### src/sv/tdl_pkg.sv
package tdl_pkg;

    // input item kinds (tuser of the slave side)
    localparam logic [1:0] OP_LOAD     = 2'd0;
    localparam logic [1:0] OP_TEXT     = 2'd1;
    localparam logic [1:0] OP_NEW_TEXT = 2'd2;

    // result record kinds (tuser of the master side)
    localparam logic [1:0] REC_CHAR  = 2'd0;
    localparam logic [1:0] REC_TOKEN = 2'd1;
    localparam logic [1:0] REC_ERROR = 2'd2;

    localparam logic [7:0] CHAR_NEWLINE = 8'h0A;

    localparam int IN_TDATA_W  = 24;
    localparam int OUT_TDATA_W = 80;
    localparam int POS_FIELD_W = 16;
    localparam int TOK_FIELD_W = 4;

    typedef struct packed {
        logic [3:0] next;
        logic       valid;
        logic [3:0] token;
        logic       skip;
        logic       keep;
        logic       reproc;
    } t_entry;

    typedef struct packed {
        logic [1:0] kind;
        logic [7:0] char_val;
        logic [3:0] load_state;
        logic       char_oor;   // text byte beyond the character range
        t_entry     entry;
    } t_cmd;

    typedef struct packed {
        logic [1:0]             rtype;
        logic [7:0]             char_out;
        logic [TOK_FIELD_W-1:0] token_code;
        logic [POS_FIELD_W-1:0] start_line;
        logic [POS_FIELD_W-1:0] start_column;
        logic [POS_FIELD_W-1:0] end_line;
        logic [POS_FIELD_W-1:0] end_column;
        logic                   last;
    } t_rec;

endpackage

### src/sv/tdl_out_fifo.sv
module tdl_out_fifo (
    input  logic                  i_clk,
    input  logic                  i_rst_n,
    input  logic [1:0]            i_push_n,
    input  tdl_pkg::t_rec [2:0]   i_push_rec,
    output logic                  o_room,
    output logic                  o_valid,
    output tdl_pkg::t_rec         o_rec,
    input  logic                  i_pop
);
    import tdl_pkg::*;

    t_rec       r_buf [0:3];
    logic [1:0] r_wp, r_rp;
    logic [2:0] r_cnt;
    logic       c_pop;

    // room for a full burst of three records
    assign o_room  = (r_cnt < 3'd2);
    assign o_valid = (r_cnt != 3'd0);
    assign o_rec   = r_buf[r_rp];
    assign c_pop   = i_pop && o_valid;

    always_ff @(posedge i_clk) begin
        if (!i_rst_n) begin
            r_wp  <= 2'd0;
            r_rp  <= 2'd0;
            r_cnt <= 3'd0;
        end else begin
            r_wp  <= r_wp + i_push_n;
            r_cnt <= r_cnt + {1'b0, i_push_n} - {2'd0, c_pop};
            if (c_pop) begin
                r_rp <= r_rp + 2'd1;
            end
        end
    end

    always_ff @(posedge i_clk) begin
        for (int k = 0; k < 3; k++) begin
            if (2'(k) < i_push_n) begin
                r_buf[r_wp + 2'(k)] <= i_push_rec[k];
            end
        end
    end

endmodule

### config.mk
export PLATFORM = sky130hd
export DESIGN_NAME = tdl_out_fifo
export DESIGN_NICKNAME = d
export VERILOG_FILES = /design/src/sv/tdl_pkg.sv /design/src/sv/tdl_out_fifo.sv
export SDC_FILE = /design/constraint.sdc
export NUM_CORES = 1
export LEC_CHECK = 0
export BUFFER_PORTS_ARGS = -buffer_cell sky130_fd_sc_hd__buf_4
export CAP_MARGIN = 15
export CORE_ASPECT_RATIO = 0.9
export CORE_MARGIN = 3
export CORE_UTILIZATION = 40
export CTS_CLUSTER_SIZE = 40
export DETAILED_ROUTE_END_ITERATION = 6
export GPL_TIMING_DRIVEN = 1
export SKIP_CTS_REPAIR_TIMING = 1
export SLEW_MARGIN = 30
export SYNTH_ARGS = -nofsm -noshare
export SYNTH_HDL_FRONTEND = slang
export SYNTH_SLANG_ARGS = --single-unit
### constraint.sdc
create_clock -name i_clk -period 7.2 [get_ports i_clk]
set_clock_uncertainty 0.1 [all_clocks]
set_input_delay 0.36 -clock i_clk [delete_from_list [all_inputs] [get_ports i_clk]]
set_output_delay 0.36 -clock i_clk [all_outputs]
set_load 0.005 [all_outputs]
==> results of run 1 <==
cell usage in the layout, fill, tap and decap left out, types with 2 or more instances in the layout:
master / Yosys / routed
bufinv_16: 0 / 2
and2_1: 6 / 6
ha_1: 4 / 4
mux4_2: 79 / 79
dfxtp_1: 9 / 6
clkinv_1: 0 / 7
xnor2_1: 6 / 6
nand2_1: 633 / 633
dfxtp_4: 0 / 2
clkinv_2: 0 / 6
clkbuf_1: 37 / 13
buf_4: 32 / 342
inv_1: 7 / 7
a31oi_1: 316 / 316
edfxtp_1: 316 / 316
nor2b_1: 2 / 2
clkbuf_16: 0 / 39
diode_2: 0 / 4
a211oi_4: 0 / 2
and3b_4: 0 / 2
nand3b_4: 0 / 2
nand4b_4: 2 / 2
o21ai_4: 0 / 2
nor2_1: 320 / 320
buf_6: 10 / 5
power groups by stage:
stage / logic, mW / registers, mW / clock network [mW]
final: 1.79 / 2.60 / 1.84
after global routing: 1.93 / 2.64 / 1.94
after CTS: 1.80 / 2.61 / 1.86
after detailed placement: 1.80 / 2.65 / 0
after global placement: 1.77 / 2.64 / 0
after floorplan: 1.04 / 2.57 / 0
logic make-up after synthesis:
group / after synthesis / share of synthesized area [%]
xor+xnor: 6 / 0.287
simple gates: 974 / 20.7
compound gates: 324 / 11.1
buf+inv: 167 / 5.03
mux: 79 / 9.72
flops: 325 / 52.8
fa+ha+maj: 5 / 0.383
layer usage:
layer,up-vias,routed length (microns),track usage (%)
li1,7202,-,-
met1,7628,25200,34.0
met2,972,29000,39.9
met3,142,6830,6.76
met4,14,1910,10.2
met5,-,110,0
through the flow:
step / utilization, % / cells / hold slack, ns / area, sq um / setup slack (ns)
finish: 49.5 / 2742 / 0.0889 / 22100 / 3.72
global route: 49.5 / 2741 / 0.0816 / 22100 / 3.50
floorplan: - / 1880 / 0.382 / 18300 / 0.181
global placement: 46.8 / 2667 / 0.440 / 20900 / 3.64
detailed placement: 46.9 / 2669 / 0.465 / 20900 / 3.93
CTS: 49.5 / 2737 / -0.0455 / 22100 / 3.64
layout make-up:
cell class / instances / area [sq um] / area share (%)
flip-flops and latches: 325 / 9680 / 43.7
inverters: 7 / 26.3 / 0.119
diodes: 4 / 10.0 / 0.0452
clock buffers: 52 / 1020 / 4.63
clock inverters: 16 / 125 / 0.565
repair buffers: 350 / 2680 / 12.1
multi-input cells: 1388 / 7830 / 35.4
well taps: 600 / 751 / 3.39
cells in the mapped netlist:
master	instances	area [sq um]
and2_1	6	37.5
nor2b_1	2	12.5
a21oi_1	1	5.00
nor2_1	320	1200
o21ai_0	2	10.0
o21a_1	1	7.51
a31oi_1	316	1980
ha_1	4	50.1
or3b_1	1	8.76
nand3_1	1	5.00
o31a_1	1	8.76
dfxtp_1	9	180
inv_1	7	26.3
nand4bb_1	1	11.3
buf_6	10	113
and3b_1	2	17.5
nand2_1	633	2380
nand3_2	1	10.0
fa_1	1	20.0
clkbuf_1	37	139
and3_1	1	6.26
buf_2	79	395
buf_1	2	7.51
a211oi_1	2	15.0
nand3b_2	2	22.5
xnor2_1	6	52.6
mux4_2	79	1780
nand4b_4	2	47.6
nand4_2	1	12.5
edfxtp_1	316	9490
o311ai_0	1	8.76
nor3b_4	1	18.8
buf_4	32	240
critical path: stages (launching register included):
cell and delay, ns:
dfxtp_4 0.84, buf_6 0.67, mux4_2 0.66, buf_4 0.17
sequential cells by signal (all words and copies together), names as in the netlist, named ones only:
name	cells
r_rp	2
r_buf	316
r_cnt	3
r_wp	2
final timing paths:
kind,startpoint,depth (start not counted),slack [ns],end
setup / recovery,flop,3,3.72,o_rec[30]
hold reg to reg,r_rp[1],2,0.49,flop
setup reg to reg,r_wp[1],4,4.08,r_buf[3][17]
hold / removal,i_push_rec[218],3,0.09,r_buf[3][60]
==> results.cfg, run 1 <==
[synth]
ys_ff_latch = 325
syn_area_per_cell_sq_um = 9.74
synth_warnings = 0
synth_fp_nets = 2127
seq_area_frac_synth_pct = 52.8
syn-cell-area_sq_mm = 0.0183
synthDistinctLibCells = 33
synthCells = 1880

[route]
drt-initial-drc-count = 1649
wl_microns = 63000
drt-vias-per-instance = 5.82
vias = 15958
ant_nets = 0
drc = 0
wire_per_inst_microns = 23.0
drt_pass1_iterations = 6

[cts]
cts_tree = built
h-tree-depth = 2
cts_made_buffers = 38
cts.reportedPaths.clkPinSlew_ns = 0.06
clk_path_buf_depth = 3
numClockSinks = 325
cts-root-buf = clkbuf_16
clkLatencyLatePin_ns = 0.55

[global_routing]
track_usage_pct = 25.5
grt_pass1_wl_microns = 94100
grt_pass1_vias = 15463
antenna_found_initial = 11
grt_max_degree = 91
grt.overflow.total = 0

[power]
finalPower_mw = 6.23
p_int_mw = 4.38
switching_share_pct = 29.6
power_frac_seq_pct = 41.8
p_per_area_mw_per_mm2 = 281
ir_drop_mv = 0.186
p_comb_share_pct = 28.7
power.leakage_nw = 8.62
power.switching_mw = 1.84
clkPwrFrac_pct = 29.5

[final_layout]
nets = 2357
area_growth_pct = 20.9
drive_gt1_share_pct = 23.2
fill_cells = 4007

[floorplan]
boundaryPins = 323
die_height_microns = 209
rows = 73
start_util_pct = 41.0
die_w_microns = 232
dieArea_sq_mm = 0.0484
core-area_sq_mm = 0.0447

[run_status]
status = completed

[timing]
setup_tns_ns = 0
hold_viol = 0
grt_setup_unrepaired = false
period_share_pct = 48.4
slew_violations = 0
finalCriticalPeriod_ns = 3.48
max_clock_freq_ghz = 0.287
worstMarginPinSlew_ns = 0.992
relSlewSlack_pct = 33.8
finalSetupViolCount = 0

[placed_design]
numPortBuffers = 322
routabilityCongestion = 0.805
dp_hpwl_microns = 37100

[worst_hold_path]
hp-class = in2reg

[critical_path]
cp_max_fo = 46
arrival_ns = 3.02
critPathLaunchType = flop
crit_required_ns = 6.74
cp-end-kind = primary output
crit_type = reg2out

[flow_run]
maxCapViolCount = 0
(Power assumes the default switching activity.)
==> run 2: changes to the inputs <==
clock period = 3.24 ns   (was 7.2 ns; I/O delays follow)
==> results.cfg, run 2 (same netlist as run 1, synthesis figures left out) <==
[route]
drc = 0
drt_pass1_iterations = 6
drt-initial-drc-count = 1991
ant_nets = 0
drt-vias-per-instance = 5.65
wl_microns = 67200
wire_per_inst_microns = 21.4
vias = 17775

[global_routing]
grt_max_degree = 113
antenna_found_initial = 5
grt_pass1_vias = 15801
grt.overflow.total = 0
grt_pass1_wl_microns = 94200
track_usage_pct = 25.6

[critical_path]
cp-end-kind = flop
crit_required_ns = 3.43
reg2reg_depth = 5
cp_max_fo = 56
rr_startpoint = r_wp[1]
arrival_ns = 2.96
critPathLaunchType = flop
r2r_setup_slack_ns = 0.47
crit_type = reg2reg
timing.rr.end = r_buf[0][1]

[final_layout]
final_cell_mix = nand2_1 (633), dlygate4sd3_1 (395), buf_4 (340), nor2_1 (319)
area_growth_pct = 44.2
nets = 2759
top_regs = r_buf: 316 flops, r_cnt: 3 flops
fill_cells = 3561
regMostFlops = r_buf
drive_gt1_share_pct = 20.0
final_common_cell = nand2_1
multi_input_area_sq_mm = 0.00784
design_area_sq_mm = 0.0264
regArea_sq_mm = 0.00968
largest_register_ffs = 316

[cts]
numClockSinks = 325
clk_path_buf_depth = 3
cts_tree = built
cts_made_buffers = 37
clkLatencyLatePin_ns = 0.55
cts-root-buf = clkbuf_16
h-tree-depth = 2
cts.reportedPaths.clkPinSlew_ns = 0.06

[floorplan]
dieArea_sq_mm = 0.0484
core-area_sq_mm = 0.0447
die_height_microns = 209
start_util_pct = 41.0
rows = 73
boundaryPins = 323
die_w_microns = 232

[timing]
slew_violations = 0
holdWs_ns = 0.0103
max_clock_freq_ghz = 0.361
period_share_pct = 85.5
worstMarginPinSlew_ns = 0.917
hold_viol = 0
finalSetupViolCount = 0
finalCriticalPeriod_ns = 2.77
grt_setup_unrepaired = false
relSlewSlack_pct = 38.9

[flow_run]
maxCapViolCount = 0

[placed_design]
dp_hpwl_microns = 36600
routabilityCongestion = 0.793
dpl_cell_area_sq_mm = 0.0212
numPortBuffers = 322

[power]
power.leakage_nw = 10.4
ir_drop_mv = 0.340
p_per_area_mw_per_mm2 = 561

[worst_hold_path]
hold_path_depth = 4
hp-start = i_pop
hp-class = in2reg

[run_status]
status = completed
[run 2: critical path, cell delays in order (launching register included)]
cell and delay (ns):
dfxtp_2 0.69, nand3_4 0.49, buf_12 0.40, nand2_1 0.11
a31oi_1 0.09, dlygate4sd3_1 0.60
[run 2: per-layer routing]
layer	global-route usage (%)	part of all wire [%]	routed length, microns
met5	0	0.010	7
met4	8.72	2.9	1960
met3	5.63	9.6	6480
met2	39.8	48	32100
met1	35.6	40	26700
[run 2: power breakdown]
part,internal (mW),switching [mW]
clock network,2.59,1.71
registers,5.45,0.223
logic,2.49,2.33
[run 2: worst max-delay path by stage]
| stage | start | end | slack [ns] | depth (start not counted) |
|---|---|---|---|---|
| after global routing | r_wp[1] | r_buf[0][13] | 0.35 | 5 |
| after floorplan | r_wp[0] | r_buf[0][0] | -0.08 | 4 |
| after detailed placement | r_cnt[2] | r_cnt[2] | 0.96 | 8 |
| final | r_wp[1] | r_buf[0][1] | 0.47 | 5 |
| after global placement | r_cnt[2] | r_cnt[2] | 0.94 | 8 |
| after CTS | flop | o_rec[75] | 0.75 | 3 |
[run 2: final cells by class]
class / instances / share of cell area [%]
Multi-Input combinational cell: 1388 / 29.7
Inverter: 7 / 0.0995
Sequential cell: 325 / 36.7
Tap cell: 600 / 2.84
Clock buffer: 54 / 4.02
Timing Repair Buffer: 753 / 26.0
Antenna cell: 4 / 0.0379
Clock inverter: 13 / 0.616
[run 2: stage by stage]
stage	power, mW	TNS (ns)	setup WS (ns)	utilization (%)	instances
global route	15.4	0	0.353	59.1	3144
floorplan	7.98	-12.78	-0.0767	-	1880
global placement	9.91	0	0.944	47.5	2678
finish	14.8	0	0.469	59.1	3144
CTS	14.3	0	0.748	50.2	2745
detailed placement	9.97	0	0.964	47.5	2678
