[src/sv/tdl_pkg.sv]
package tdl_pkg;

    // input item kinds (tuser of the slave side)
    localparam logic [1:0] OP_LOAD     = 2'd0;
    localparam logic [1:0] OP_TEXT     = 2'd1;
    localparam logic [1:0] OP_NEW_TEXT = 2'd2;

    // result record kinds (tuser of the master side)
    localparam logic [1:0] REC_CHAR  = 2'd0;
    localparam logic [1:0] REC_TOKEN = 2'd1;
    localparam logic [1:0] REC_ERROR = 2'd2;

    localparam logic [7:0] CHAR_NEWLINE = 8'h0A;

    localparam int IN_TDATA_W  = 24;
    localparam int OUT_TDATA_W = 80;
    localparam int POS_FIELD_W = 16;
    localparam int TOK_FIELD_W = 4;

    typedef struct packed {
        logic [3:0] next;
        logic       valid;
        logic [3:0] token;
        logic       skip;
        logic       keep;
        logic       reproc;
    } t_entry;

    typedef struct packed {
        logic [1:0] kind;
        logic [7:0] char_val;
        logic [3:0] load_state;
        logic       char_oor;   // text byte beyond the character range
        t_entry     entry;
    } t_cmd;

    typedef struct packed {
        logic [1:0]             rtype;
        logic [7:0]             char_out;
        logic [TOK_FIELD_W-1:0] token_code;
        logic [POS_FIELD_W-1:0] start_line;
        logic [POS_FIELD_W-1:0] start_column;
        logic [POS_FIELD_W-1:0] end_line;
        logic [POS_FIELD_W-1:0] end_column;
        logic                   last;
    } t_rec;

endpackage

[src/sv/tdl_front.sv]
module tdl_front #(
    parameter int NUM_STATES = 16,
    parameter int NUM_CHARS  = 256
) (
    input  logic                              i_clk,
    input  logic                              i_rst_n,
    input  logic                              i_s_tvalid,
    output logic                              o_s_tready,
    input  logic [tdl_pkg::IN_TDATA_W-1:0]    i_s_tdata,
    input  logic [1:0]                        i_s_tuser,
    input  logic                              i_clearing,
    output logic                              o_cmd_valid,
    output tdl_pkg::t_cmd                     o_cmd,
    input  logic                              i_cmd_pop
);
    import tdl_pkg::*;

    t_cmd       r_q [0:1];
    logic       r_wp, r_rp;
    logic [1:0] r_cnt;
    logic [1:0] n_cnt;

    t_cmd c_cmd;
    logic c_keep;
    logic c_load_ok;
    logic c_push;

    always_comb begin
        c_cmd.kind         = i_s_tuser;
        c_cmd.char_val     = i_s_tdata[7:0];
        c_cmd.load_state   = i_s_tdata[11:8];
        c_cmd.entry.next   = i_s_tdata[15:12];
        c_cmd.entry.valid  = i_s_tdata[16];
        c_cmd.entry.token  = i_s_tdata[20:17];
        c_cmd.entry.skip   = i_s_tdata[21];
        c_cmd.entry.keep   = i_s_tdata[22];
        c_cmd.entry.reproc = i_s_tdata[23];
        c_cmd.char_oor     = ({24'd0, i_s_tdata[7:0]} >= NUM_CHARS);
        c_load_ok          = ({28'd0, i_s_tdata[11:8]} < NUM_STATES) && !c_cmd.char_oor;
        // out-of-range loads and unused opcodes are dropped here
        c_keep = ((i_s_tuser == OP_LOAD) && c_load_ok) ||
                 (i_s_tuser == OP_TEXT) || (i_s_tuser == OP_NEW_TEXT);
    end

    assign o_s_tready  = (r_cnt != 2'd2) && !i_clearing;
    assign c_push      = i_s_tvalid && o_s_tready && c_keep;
    assign o_cmd_valid = (r_cnt != 2'd0);
    assign o_cmd       = r_q[r_rp];

    always_comb begin
        n_cnt = r_cnt + {1'b0, c_push} - {1'b0, i_cmd_pop};
    end

    always_ff @(posedge i_clk) begin
        if (!i_rst_n) begin
            r_wp  <= 1'b0;
            r_rp  <= 1'b0;
            r_cnt <= 2'd0;
        end else begin
            r_cnt <= n_cnt;
            if (c_push) begin
                r_wp <= ~r_wp;
            end
            if (i_cmd_pop) begin
                r_rp <= ~r_rp;
            end
        end
    end

    always_ff @(posedge i_clk) begin
        if (c_push) begin
            r_q[r_wp] <= c_cmd;
        end
    end

endmodule

[config.mk]
export PLATFORM = sky130hd
export DESIGN_NAME = tdl_front
export DESIGN_NICKNAME = d
export VERILOG_FILES = /design/src/sv/tdl_pkg.sv /design/src/sv/tdl_front.sv
export SDC_FILE = /design/constraint.sdc
export NUM_CORES = 1
export LEC_CHECK = 0
export ABC_AREA = 1
export BUFFER_PORTS_ARGS = -buffer_cell sky130_fd_sc_hd__buf_2
export CORE_MARGIN = 2
export CORE_UTILIZATION = 30
export DETAILED_ROUTE_END_ITERATION = 16
export PLACE_DENSITY = 0.57
export SKIP_LAST_GASP = 1
export SLEW_MARGIN = 10
export SYNTH_ARGS = -nofsm -noshare
export SYNTH_HDL_FRONTEND = slang
export SYNTH_SLANG_ARGS = --single-unit
[constraint.sdc]
create_clock -name i_clk -period 3.8 [get_ports i_clk]
set_clock_uncertainty 0.1 [all_clocks]
set_input_delay 0.76 -clock i_clk [delete_from_list [all_inputs] [get_ports i_clk]]
set_output_delay 0.76 -clock i_clk [all_outputs]
set_load 0.05 [all_outputs]
==> results of run 1 <==
## worst max-delay path by stage
stage	depth (start not counted)	end	start	slack, ns
detailed placement	2	o_cmd[26]	flop	1.41
CTS	2	o_cmd[26]	flop	1.04
global placement	2	o_cmd[1]	flop	1.41
finish	2	o_cmd[26]	flop	1.11
floorplan	3	r_q[0][0]	i_clearing	0.33
global route	2	o_cmd[26]	flop	0.99
## registers in the layout (all words and copies together), names as in the netlist, named ones only
register,count
r_cnt,2
r_q,52
r_rp,1
r_wp,1
## synthesized netlist by cell type, drive strengths merged
| master | instances |
|---|---|
| a21oi | 3 |
| buf | 4 |
| conb | 1 |
| dfxtp | 5 |
| edfxtp | 52 |
| ha | 2 |
| inv | 5 |
| mux2 | 26 |
| nand2 | 7 |
| nand3 | 1 |
| nor2 | 7 |
| or2 | 1 |
| xor2 | 1 |
## stage by stage
step / power [mW] / area (sq um) / cells / setup slack, ns / hold WS, ns
after floorplan: 0.905 / 2220 / 115 / 0.333 / 0.363
after global placement: 0.949 / 2600 / 270 / 1.41 / 0.378
after detailed placement: 0.951 / 2600 / 270 / 1.41 / 0.383
after CTS: 1.55 / 2810 / 286 / 1.04 / 0.413
after global routing: 1.59 / 2810 / 286 / 0.990 / 0.454
final: 1.53 / 2810 / 286 / 1.11 / 0.405
## report_power, final
group / switching [mW] / internal [mW] / total [mW] / leakage, nW
Clock: 0.227 / 0.366 / 0.592 / 0.108
Sequential: 0.0189 / 0.712 / 0.731 / 0.515
Combinational: 0.134 / 0.0689 / 0.203 / 0.511
Total: 0.379 / 1.15 / 1.53 / 1.13
## layout make-up
class                   instances  area share [%]
repair buffers                 60            10.9
clock buffers                  10            4.55
clock inverters                 6            2.94
inverters                       5           0.668
flip-flops and latches         57            59.2
well taps                      99            4.41
multi-input cells              49            17.3
## routing by layer
metal,GRT usage [%],routed length [um]
met5,0,0
met4,3.08,43
met3,6.20,329
met2,15.5,1730
met1,10.1,1510
## kinds of logic after synthesis
kind of cell / count (synthesis) / synth area share (%)
mux: 26 / 16.5
buf+inv: 9 / 3.49
fa+ha+maj: 2 / 1.13
xor+xnor: 1 / 0.394
flops: 57 / 74.7
compound gates: 3 / 0.675
other cells: 1 / 0.169
simple gates: 16 / 2.87
## worst max-delay path, cell delays in order, from the launching register on
cell and delay, ns:
dfxtp_2 0.88, mux2_2 0.42, buf_2 0.21
==> results.json, run 1 <==
{
  "status": "finished, final reports clean",
  "reg2reg_depth": 10,
  "crit_required_ns": 2.94,
  "worst_r2r_startpoint": "r_cnt[0]",
  "clk_latency_ns": 0.32,
  "die_height_um": 90.1,
  "fin_nets": 215,
  "path_class": "flop to output pin",
  "reg2reg_slack_ns": 1.96,
  "first_global_vias": 1137,
  "numCtsBuffers": 9,
  "cts_tree": "built",
  "grt_first_pass_wirelength_um": 5660,
  "netlist_area_sq_um": 2220,
  "fmax_mhz": 371,
  "peakVddDrop_mv": 0.255,
  "setup-tns-final_ns": 0,
  "synthCells": 115,
  "fin_crit_ns": 2.69,
  "leakagePower_nw": 1.13,
  "start_util_pct": 30.8,
  "synth_warnings": 0,
  "hold_viol": 0,
  "mostFrequentLayoutCell": "buf_2",
  "timing.rr.end": "r_cnt[1]",
  "cts_resized": 0,
  "area_delta_synth_final_pct": 26.3,
  "wl_per_cell_um": 12.6,
  "fp-row-count": 31,
  "setup_viol": 0,
  "antenna_left": 0,
  "vias_per_cell": 3.98,
  "syn_nets": 148,
  "gp_congestion": 0.639,
  "power_density_nw_per_um2": 543,
  "maxCapViolCount": 0,
  "tightest_slew_ns": 0.840,
  "postCtsSetupBuffers": 0,
  "finalWirelength_um": 3610,
  "dieArea_sq_um": 8120,
  "slew_viol_final": 0,
  "cts_hold_buffers": 0,
  "rsz0062_at_grt": "no",
  "die_w_um": 90.1,
  "post-route-util_pct": 38.9,
  "slew_headroom_pct": 44.0,
  "worstHoldPathType": "flop to flop",
  "critical_path.max_fanout": 26,
  "hp-start": "r_rp",
  "boundaryPins": 60,
  "ys_ff_latch": 57,
  "fin_crit_sh_pct": 70.9,
  "ys_seq_area_share_pct": 74.7,
  "grt_overflow": 0,
  "vias": 1139,
  "start_kind": "flop",
  "clk_path_buf_depth": 2,
  "whs_path_depth": 2,
  "hpwlAfterDp_um": 2430,
  "h-tree-depth": 3,
  "grtUsageTotal_pct": 9.55,
  "synth.top_cell.area_share_pct": 70.2,
  "port-buffer-count": 58,
  "ctsRootBufferMaster": "clkbuf_8",
  "drive_above_1_share_pct": 55.1,
  "clkTransAtPathRegs_ns": 0.06,
  "drtPass1Iterations": 6,
  "synth.avg_cell_area_sq_um": 19.3,
  "synthTopCellsByArea": "edfxtp_1 70%, mux2_4 14%, dfxtp_1 4.5%, mux2_2 3.0%, buf_12 1.8%",
  "regArea_sq_um": 1660,
  "antenna_found_initial": 0,
  "final_cell_mix": "58 x buf_2, 52 x edfxtp_1, 20 x mux2_4, 9 x clkbuf_8, 7 x nand2_1",
  "multiInputGateArea_sq_um": 487,
  "drtIter0Drc": 99,
  "synth.distinct_cells": 16,
  "coreArea_sq_um": 7210,
  "num-fill-cells": 690,
  "grt_max_degree": 27,
  "drt_drc_violations_left": 0,
  "clock_sink_count": 57,
  "synth_top_area_cell": "edfxtp_1",
  "cp-end-kind": "output pin",
  "diodes": 0,
  "arrival_ns": 1.83
}
Power figures use the tool's default switching activity.
==> run 2, diff against run 1 <==
Settings changed: PLACE_DENSITY 0.57 to 0.58.
Clock period 3.8 ns to 2.4 ns, I/O delays scaled along.
==> results.json, run 2 (synthesized netlist as in run 1, its figures left out) <==
{
  "leakagePower_nw": 1.13,
  "max_stage_delay_ns": 0.51,
  "slew_viol_final": 0,
  "regArea_sq_um": 1660,
  "endpoint": "o_cmd[21]",
  "largest_reg_flops": 52,
  "drt_drc_violations_left": 0,
  "antenna_left": 0,
  "mostFrequentLayoutCell": "buf_2",
  "wl_per_cell_um": 12.3,
  "grt_overflow": 0,
  "first_global_vias": 1174,
  "top_regs": "r_q x52, r_cnt x2",
  "postCtsSetupBuffers": 0,
  "setup-tns-final_ns": 0,
  "start_util_pct": 30.8,
  "setup_viol": 0,
  "holdWs_ns": 0.248,
  "path_class": "flop to output pin",
  "fp-row-count": 31,
  "cp-end-kind": "output pin",
  "multiInputGateArea_sq_um": 490,
  "vias": 1169,
  "diodes": 0,
  "hpwlAfterDp_um": 2520,
  "fin_crit_sh_pct": 92.4,
  "clk_path_buf_depth": 2,
  "drtPass1Iterations": 4,
  "cts_tree": "built",
  "num-fill-cells": 721,
  "h-tree-depth": 3,
  "coreArea_sq_um": 7210,
  "reg2reg_depth": 10,
  "rsz0062_at_grt": "no",
  "cts_resized": 0,
  "path_cells": "buf_4 > mux2_4 > buf_2",
  "critical_path.max_fanout": 11,
  "dieArea_sq_um": 8120,
  "boundaryPins": 60,
  "status": "finished, final reports clean",
  "grt_first_pass_wirelength_um": 5430,
  "area_delta_synth_final_pct": 25.2,
  "start_kind": "flop",
  "vias_per_cell": 4.04,
  "regMostFlops": "r_q",
  "timing.rr.end": "r_cnt[1]",
  "drive_above_1_share_pct": 56.3,
  "clk_latency_ns": 0.32,
  "die_height_um": 90.1,
  "critical_path_depth": 3,
  "reg2reg_slack_ns": 0.68,
  "peakVddDrop_mv": 0.313,
  "worstHoldPathType": "input pin to flop",
  "final_cell_mix": "58 x buf_2, 52 x edfxtp_1, 20 x mux2_4, 9 x clkbuf_8, 7 x nand2_1",
  "maxCapViolCount": 0,
  "finalWirelength_um": 3560,
  "fin_crit_ns": 2.22,
  "worst_r2r_startpoint": "r_cnt[0]",
  "die_w_um": 90.1,
  "gp_congestion": 0.646,
  "hold_viol": 0,
  "antenna_found_initial": 0,
  "port-buffer-count": 58,
  "crit_required_ns": 1.82,
  "crit_slowest_cell": "dfxtp_2",
  "numCtsBuffers": 9,
  "drtIter0Drc": 28,
  "clock_sink_count": 57,
  "ctsRootBufferMaster": "clkbuf_8",
  "grt_max_degree": 18,
  "arrival_ns": 1.64,
  "grtUsageTotal_pct": 9.14,
  "clkTransAtPathRegs_ns": 0.06,
  "path_delay_family": "flip-flops",
  "fin_nets": 219,
  "cts_hold_buffers": 0,
  "crit_buf_inv": 2,
  "fmax_mhz": 451,
  "power_density_nw_per_um2": 784
}
## run 2: cell types whose count changed in the layout (fill, tap and decap cells not counted), sizes merged
cell,previous run,this run
bufinv,2,0
clkinv,4,5
buf,60,64
## run 2: area by class of cell
| class | instances | area share, % |
|---|---|---|
| flip-flops and latches | 57 | 59.8 |
| multi-input cells | 49 | 17.6 |
| repair buffers | 64 | 12.1 |
| clock buffers | 10 | 4.59 |
| well taps | 99 | 4.45 |
| clock inverters | 5 | 0.854 |
| inverters | 5 | 0.674 |
## run 2: how the worst min path moves through the flow
| stage | from | to | cells after the start |
|---|---|---|---|
| detailed placement | r_rp | flop | 2 |
| floorplan | r_rp | flop | 2 |
| global route | i_s_tdata[10] | r_q[1][14] | 1 |
| CTS | i_s_tdata[23] | r_q[0][0] | 1 |
| global placement | r_rp | r_rp | 2 |
| finish | i_s_tdata[23] | r_q[0][0] | 1 |
## run 2: worst register-to-register path: cells and delay by family (launching register included)
kind | cells | cell delay, ns
xor+xnor | 1 | 0.17
compound gates | 1 | 0.19
fa+ha+maj | 2 | 0.45
buf+inv | 2 | 0.10
simple gates | 4 | 0.28
flops | 1 | 0.35
## run 2: per-stage QoR
stage / util [%] / std cells / total power [mW] / area [sq um] / worst slack (ns)
after floorplan: - / 115 / 1.43 / 2230 / 0.0121
after global placement: 36.5 / 274 / 1.51 / 2630 / 0.453
after detailed placement: 36.5 / 274 / 1.51 / 2630 / 0.419
after CTS: 38.6 / 289 / 2.22 / 2780 / 0.123
after global routing: 38.6 / 289 / 2.28 / 2780 / 0.0890
final: 38.6 / 289 / 2.18 / 2780 / 0.183
## run 2: layer usage
layer	wire length, um	GRT usage [%]
met2	1870	14.9
met1	1420	9.98
met4	32	5.77
met3	235	3.52
met5	0	0
## run 2: report_power, final
group	internal, mW	switching (mW)
clock	0.357	0.339
sequential	1.13	0.0189
combinational	0.114	0.225
total	1.60	0.583
